**src/design/qts_pkg.sv**
```systemverilog
`default_nettype none

package qts_pkg;

   // fixed field widths of one word on each channel
   localparam int COEF_W = 17;
   localparam int TGT_W  = 34;
   localparam int OUT_W  = 18;

   // default upper end of the search range
   localparam int DEF_SEARCH_LIMIT = 131072;

   // query word as it travels down the pipeline
   typedef struct packed {
      logic [COEF_W-1:0] sq;
      logic [COEF_W-1:0] lin;
      logic [COEF_W-1:0] cst;
      logic [TGT_W-1:0]  tgt;
   } qts_item_type;

endpackage

`default_nettype wire

```
**src/design/qts_step.sv**
```systemverilog
`default_nettype none

// One halving of the search range, cut into three register stages:
//   1: midpoint, t = sq*mid + lin
//   2: p = t*mid + cst, mid + 1
//   3: compare p against the target, narrow [lo, hi]
module qts_step
   import qts_pkg::*;
   #(
      parameter int LW = 18
   )
   (
      input  wire                  clock,
      input  wire                  reset,
      input  wire                  adv,
      input  wire                  in_valid,
      input  qts_item_type         in_item,
      input  wire [LW-1:0]         in_lo,
      input  wire [LW-1:0]         in_hi,
      output logic                 out_valid,
      output qts_item_type         out_item,
      output logic [LW-1:0]        out_lo,
      output logic [LW-1:0]        out_hi
   );

   localparam int TW = COEF_W + LW + 1;
   localparam int PW = TW + LW + 1;
   localparam int CW = (PW > TGT_W) ? PW : TGT_W;

   // stage 1
   logic [LW:0]     sum;
   logic [LW-1:0]   mid;
   logic            v1_ff;
   logic            active1_ff, active1_in;
   logic [LW-1:0]   mid1_ff;
   logic [TW-1:0]   t1_ff, t1_in;
   qts_item_type    item1_ff;
   logic [LW-1:0]   lo1_ff, hi1_ff;

   // stage 2
   logic            v2_ff;
   logic            active2_ff;
   logic [LW-1:0]   mid2_ff, nxt2_ff, nxt2_in;
   logic [PW-1:0]   p2_ff, p2_in;
   qts_item_type    item2_ff;
   logic [LW-1:0]   lo2_ff, hi2_ff;

   // stage 3
   logic            v3_ff;
   logic            ge;
   qts_item_type    item3_ff;
   logic [LW-1:0]   lo3_ff, lo3_in, hi3_ff, hi3_in;

   // midpoint and inner Horner term
   assign sum        = {1'b0, in_lo} + {1'b0, in_hi};
   assign mid        = sum[LW:1];
   assign active1_in = in_lo < in_hi;
   assign t1_in      = TW'(in_item.sq) * TW'(mid) + TW'(in_item.lin);

   // outer Horner term and the step past the midpoint
   assign p2_in   = PW'(t1_ff) * PW'(mid1_ff) + PW'(item1_ff.cst);
   assign nxt2_in = mid1_ff + LW'(1);

   // keep the half that still holds the least qualifying x
   assign ge = CW'(p2_ff) >= CW'(item2_ff.tgt);

   always_comb begin
      lo3_in = lo2_ff;
      hi3_in = hi2_ff;
      if (active2_ff) begin
         if (ge) begin
            hi3_in = mid2_ff;
         end else begin
            lo3_in = nxt2_ff;
         end
      end
   end

   // valid bits
   always_ff @(posedge clock) begin
      if (reset) begin
         v1_ff <= 1'b0;
         v2_ff <= 1'b0;
         v3_ff <= 1'b0;
      end else if (adv) begin
         v1_ff <= in_valid;
         v2_ff <= v1_ff;
         v3_ff <= v2_ff;
      end
   end

   // payload
   always_ff @(posedge clock) begin
      if (adv) begin
         active1_ff <= active1_in;
         mid1_ff    <= mid;
         t1_ff      <= t1_in;
         item1_ff   <= in_item;
         lo1_ff     <= in_lo;
         hi1_ff     <= in_hi;

         active2_ff <= active1_ff;
         mid2_ff    <= mid1_ff;
         nxt2_ff    <= nxt2_in;
         p2_ff      <= p2_in;
         item2_ff   <= item1_ff;
         lo2_ff     <= lo1_ff;
         hi2_ff     <= hi1_ff;

         item3_ff   <= item2_ff;
         lo3_ff     <= lo3_in;
         hi3_ff     <= hi3_in;
      end
   end

   assign out_valid = v3_ff;
   assign out_item  = item3_ff;
   assign out_lo    = lo3_ff;
   assign out_hi    = hi3_ff;

   // range never inverts
   a_range_order : assert property (@(posedge clock) disable iff (reset)
      v3_ff |-> lo3_ff <= hi3_ff)
      else $error("qts_step: lo above hi");

   // a converged range passes through unchanged
   a_idle_hold : assert property (@(posedge clock) disable iff (reset)
      adv && v2_ff && !active2_ff |=> lo3_ff == $past(lo2_ff) && hi3_ff == $past(hi2_ff))
      else $error("qts_step: converged range altered");

endmodule

`default_nettype wire
```
**config.mk**
```make
export PLATFORM = sky130hd
export DESIGN_NAME = qts_step
export DESIGN_NICKNAME = d
export VERILOG_FILES = /design/src/design/qts_pkg.sv /design/src/design/qts_step.sv
export SDC_FILE = /design/constraint.sdc
export NUM_CORES = 2
export LEC_CHECK = 0
export ABC_AREA = 1
export BUFFER_PORTS_ARGS = -buffer_cell sky130_fd_sc_hd__buf_2
export CELL_PAD_IN_SITES_DETAIL_PLACEMENT = 1
export CELL_PAD_IN_SITES_GLOBAL_PLACEMENT = 1
export CORE_AREA = 2 2 315 317
export DETAILED_ROUTE_END_ITERATION = 7
export DIE_AREA = 0 0 317 319
export PLACE_DENSITY_LB_ADDON = 0.1
export SLEW_MARGIN = 25
export SYNTH_ARGS = -nofsm -noshare
export SYNTH_HDL_FRONTEND = slang
export SYNTH_SLANG_ARGS = --single-unit
```
**constraint.sdc**
```tcl
create_clock -name clock -period 19.2 [get_ports clock]
set_input_delay 3.84 -clock clock [delete_from_list [all_inputs] [get_ports clock]]
set_output_delay 3.84 -clock clock [all_outputs]
set_load 0.1 [all_outputs]
```
# After elaboration in Yosys (flattened, before gate mapping)
# Cells that the tools add are included.
op_classes:
  n_mul: 2
  addsub: 4
  order_cmp: 2
  muxes: 4
ops:
  columns: ["op", "n"]
  rows:
  - ["$mux W18", 4]
  - ["$add A54 B17 Y55", 1]
  - ["$ge A55 B34 Y1", 1]
  - ["$mul A36 B18 Y54", 1]
  - ["$add A35 B17 Y36", 1]
  - ["$mul A17 B18 Y35", 1]
  - ["$add A18 B18 Y19", 1]
  - ["$add A18 B1 Y18 const B", 1]
  - ["$lt A18 B18 Y1", 1]
totals:
  input_bits: 125
  reg_bits: 513
  wordCells: 40

# Logic depth before layout (Yosys ltp)
depth:
  word_depth: 3
  mapped_depth: 37
  depth_no_buf: 37

# Worst setup path after synthesis
# Ideal clock, no wire load.
synth_path:
  path_kind: "input -> register"
  from: "input port in_hi[5]"
  to: "register t1_ff[26] (data pin)"
  t_arrival_ns: 9.563
  t_required_ns: 18.947
  setup_slack_ns: 9.384
  stages: 35
  path_buffers: 1
  setup_ns: 0.253
  path_cell_list: "inv_1 ha_1 nor2_4 inv_2 nor2_2 nand2_2 nand2_4 nand2_8 nand2_8 nand2_4 nand2_4 nand2_8 nand2_4 buf_12 nor2_4 fa_1 inv_1 fa_1 inv_1 fa_1 fa_1 fa_1 inv_1 fa_1 inv_1 ha_1 nand2_1 inv_1 a21oi_1 a21boi_0 nand2_1 nand2_1 nand2_1 nor2_1 nor2_1"
synth_between:
  elab_chain_cells: 3
synth_rtl:
  columns: ["item", "line_no", "rtl"]
  rows:
  - ["start, declared", "qts_step.sv:19", "input wire [LW-1:0] in_hi,"]
  - ["$add A18 B18 Y19", "qts_step.sv:55", "assign sum = {1'b0, in_lo} + {1'b0, in_hi};"]
  - ["$mul A17 B18 Y35", "qts_step.sv:58", "assign t1_in = TW'(in_item.sq) * TW'(mid) + TW'(in_item.lin);"]
  - ["$add A35 B17 Y36", "qts_step.sv:58", null]
  - ["via t1_in[26]", "qts_step.sv:36", "logic [TW-1:0] t1_ff, t1_in;"]
  - ["end signal, assigned", "qts_step.sv:97", "t1_ff <= t1_in;"]
  - ["end, declared", "qts_step.sv:36", null]
# The timed path passes the listed nets, and every way through them passes these cells.
# A chain may end at the register's enable or synchronous reset.

# Worst setup path after layout
layout_path:
  from: "input port in_hi[9]"
  to: "register t1_ff[31] (data pin)"
# The elaborated chain is that of the path after synthesis.

==> results by group <==
Run status
  • Status: finished, final reports clean

Die
  • Chip height: 319 um
  • Core area: 0.0977 mm2
  • Die ar.: 0.101 mm2
  • Chip width: 317 um
  • I/O pin count: 247
  • Starting density of the core: 53.7%
  • Rows: 115

Timing
  • Tcrit/Tclk final: 54.8%
  • Pins Over Slew Limit: 0
  • Final hold violations: 0
  • Final worst setup slack: 8670 ps
  • Setup_tns: 0 ps
  • Slew headroom: 26.5%
  • Worst slew pin tran: 1100 ps
  • RSZ-0062 raised after global routing: false
  • Clk_skew: 19.4 ps
  • Fmax: 95.0 MHz
  • # setup viols final: 0
  • Final min period: 10530 ps

Clock tree
  • Clock net sink count: 513
  • Worst skew pair latency: 660 ps
  • Total setup buffers inserted after CTS: 0
  • CTS tree: done
  • TritonCTS Buffers: 57
  • Worst-path clk slew: 60 ps
  • H-Tree Depth: 2
  • Clock Tree Buf Depth: 3
  • Clk root buf: clkbuf_16
  • Hold-fix buffers, CTS: 0
  • Post-CTS Resized: 0

GRT
  • Grt ovf: 0
  • Number of global-route vias before repair: 43816
  • Initial antenna violation count: 5
  • First-pass GRT wire length: 254 mm
  • Largest net degree at the start of global routing: 89
  • Total GRT Usage: 33.5%

Synthesis
  • Synthesized cell area: 0.0525 mm2
  • Mean Syn Cell Area: 9.34 um2
  • Syn. warnings: 0
  • Post-synth top area cell: fa_1
  • Synth Register Bits: 513
  • EDFF count, synth: 510
  • Ys async rst share: 0%
  • Post-Syn Nets: 6906
  • Post-synthesis cell type count: 52
  • Synth Flop Type: edfxtp_1
  • Seq/Total Area, Yosys: 29.3%
  • Synth top area cells: fa_1 31%, edfxtp_1 29%, nand2_1 10%
  • Synth top area share: 31.2%
  • Number of standard cells after synthesis: 5618

Finish
  • Layout area overhead: 8.10%
  • Area of the multi-input gates: 0.0310 mm2
  • Layout cells sized above 1: 8.00%
  • Register area: 0.0154 mm2
  • Filler cell count: 11125
  • # nets final: 7055

Route
  • Starting DRT DRC Count: 2603
  • First drt pass iteration count: 5
  • Via count: 38506
  • Post-DRT Antenna Nets: 0
  • DRC: 0
  • Drt total wl: 164 mm
  • Post-DR vias/cell: 5.42
  • Wirelength per Cell: 23.0 um

Hold path
  • Hold Path Stages: 0
  • Hold WC Path Type: reg -> reg

Setup path
  • CP Class: in -> reg
  • CP Launch Type: input port
  • WP data required: 19610 ps
  • Levels on crit path: 29
  • Crit path largest cell delay: 560 ps
  • Critical-path top delay cell: ha_1
  • Crit path max-delay family: adder cells
  • Crit-path max FO: 12
  • CP Buf/Inv Count: 6
  • Reg2reg path depth: 21
  • CP Capture Type: register
  • CP dominant cell by count: fa_1
  • Crit path DAT: 10930 ps

Place
  • Routability congestion estimate from global placement: 0.940
  • DP HPWL: 129 mm
  • Setup WS pre-CTS: 8070 ps
  • Port-buffer cells: 246

Run
  • Maxcap violations: 0
## cell type report
cell class,count,share of cell area (%)
Tap cell,1287,2.84
Sequential cell,513,27.1
Antenna cell,1,0.00441
Multi-Input combinational cell,3498,54.6
Clock buffer,63,2.55
Timing Repair Buffer,278,2.64
Clock inverter,44,0.819
Inverter,1419,9.40
## metal layers
layer  up-vias  track usage, %  wire length, um
li1      17012               -                -
met1     19963            42.1            65200
met2      1213            58.5            82500
met3       318            4.54             9330
met4         0            12.5             6650
met5         -               0                0
## cells by family after synthesis
kind of cell | count (synthesis) | synth area share, %
flops | 513 | 29.3
buf+inv | 1607 | 11.6
fa+ha+maj | 1163 | 39.4
simple gates | 2037 | 15.8
xor+xnor | 71 | 1.36
compound gates | 227 | 2.43
## flip-flops by register name (all words and copies together) (netlist names), 36 cells and up
| name | count |
|---|---|
| item1_ff | 85 |
| p2_ff | 55 |
| out_item | 85 |
| t1_ff | 36 |
| item2_ff | 85 |
## Yosys cell counts, types with 4 or more instances
| library cell | count |
|---|---|
| inv_1 | 1396 |
| nand4_1 | 42 |
| nand2_1 | 1422 |
| inv_2 | 19 |
| o21ai_0 | 48 |
| clkbuf_1 | 123 |
| a21o_1 | 9 |
| xnor2_1 | 14 |
| xor2_1 | 49 |
| fa_1 | 818 |
| nand2_4 | 7 |
| o21ai_1 | 5 |
| nor4_1 | 5 |
| ha_1 | 345 |
| buf_1 | 48 |
| nor2_4 | 11 |
| a21oi_1 | 128 |
| a21oi_2 | 4 |
| nor2_1 | 341 |
| nor3_1 | 24 |
| buf_4 | 4 |
| nand3_1 | 133 |
| o21bai_1 | 20 |
| xor2_2 | 5 |
| buf_2 | 9 |
| nand2_2 | 11 |
| edfxtp_1 | 510 |
| nor2_2 | 23 |
## placed cells by master (no fill, tap or decap), types with 12 or more instances in the layout
master / instances
a21oi_1: 128
buf_2: 245
buf_4: 29
clkbuf_16: 57
clkinv_1: 12
clkinv_2: 14
edfxtp_1: 510
fa_1: 818
ha_1: 345
inv_1: 1396
inv_2: 19
nand2_1: 1422
nand3_1: 133
nand4_1: 42
nor2_1: 341
nor2_2: 23
nor3_1: 24
o21ai_0: 48
o21bai_1: 20
xnor2_1: 14
xor2_1: 49
## metrics by stage
stage	hold WS, ps	utilization [%]	std cells	area, um2
CTS	417	58.0	7101	56700
global placement	400	56.1	6994	54800
finish	408	58.0	7103	56700
detailed placement	405	56.1	6994	54800
global route	417	58.0	7103	56700
floorplan	400	-	5618	52500
## worst paths after layout
path                               start                endpoint  slack, ps
hold reg to reg   item2_ff[53]$_DFFE_PP_  out_item[53]$_DFFE_PP_        410
setup reg to reg    mid1_ff[3]$_DFFE_PP_     p2_ff[50]$_DFFE_PP_      12070
hold / removal    item2_ff[53]$_DFFE_PP_  out_item[53]$_DFFE_PP_        410
setup / recovery                in_hi[9]     t1_ff[31]$_DFFE_PP_       8670
Power is not shown: default switching activity piles up to over one toggle a cycle in this logic, so the estimate is an artifact.
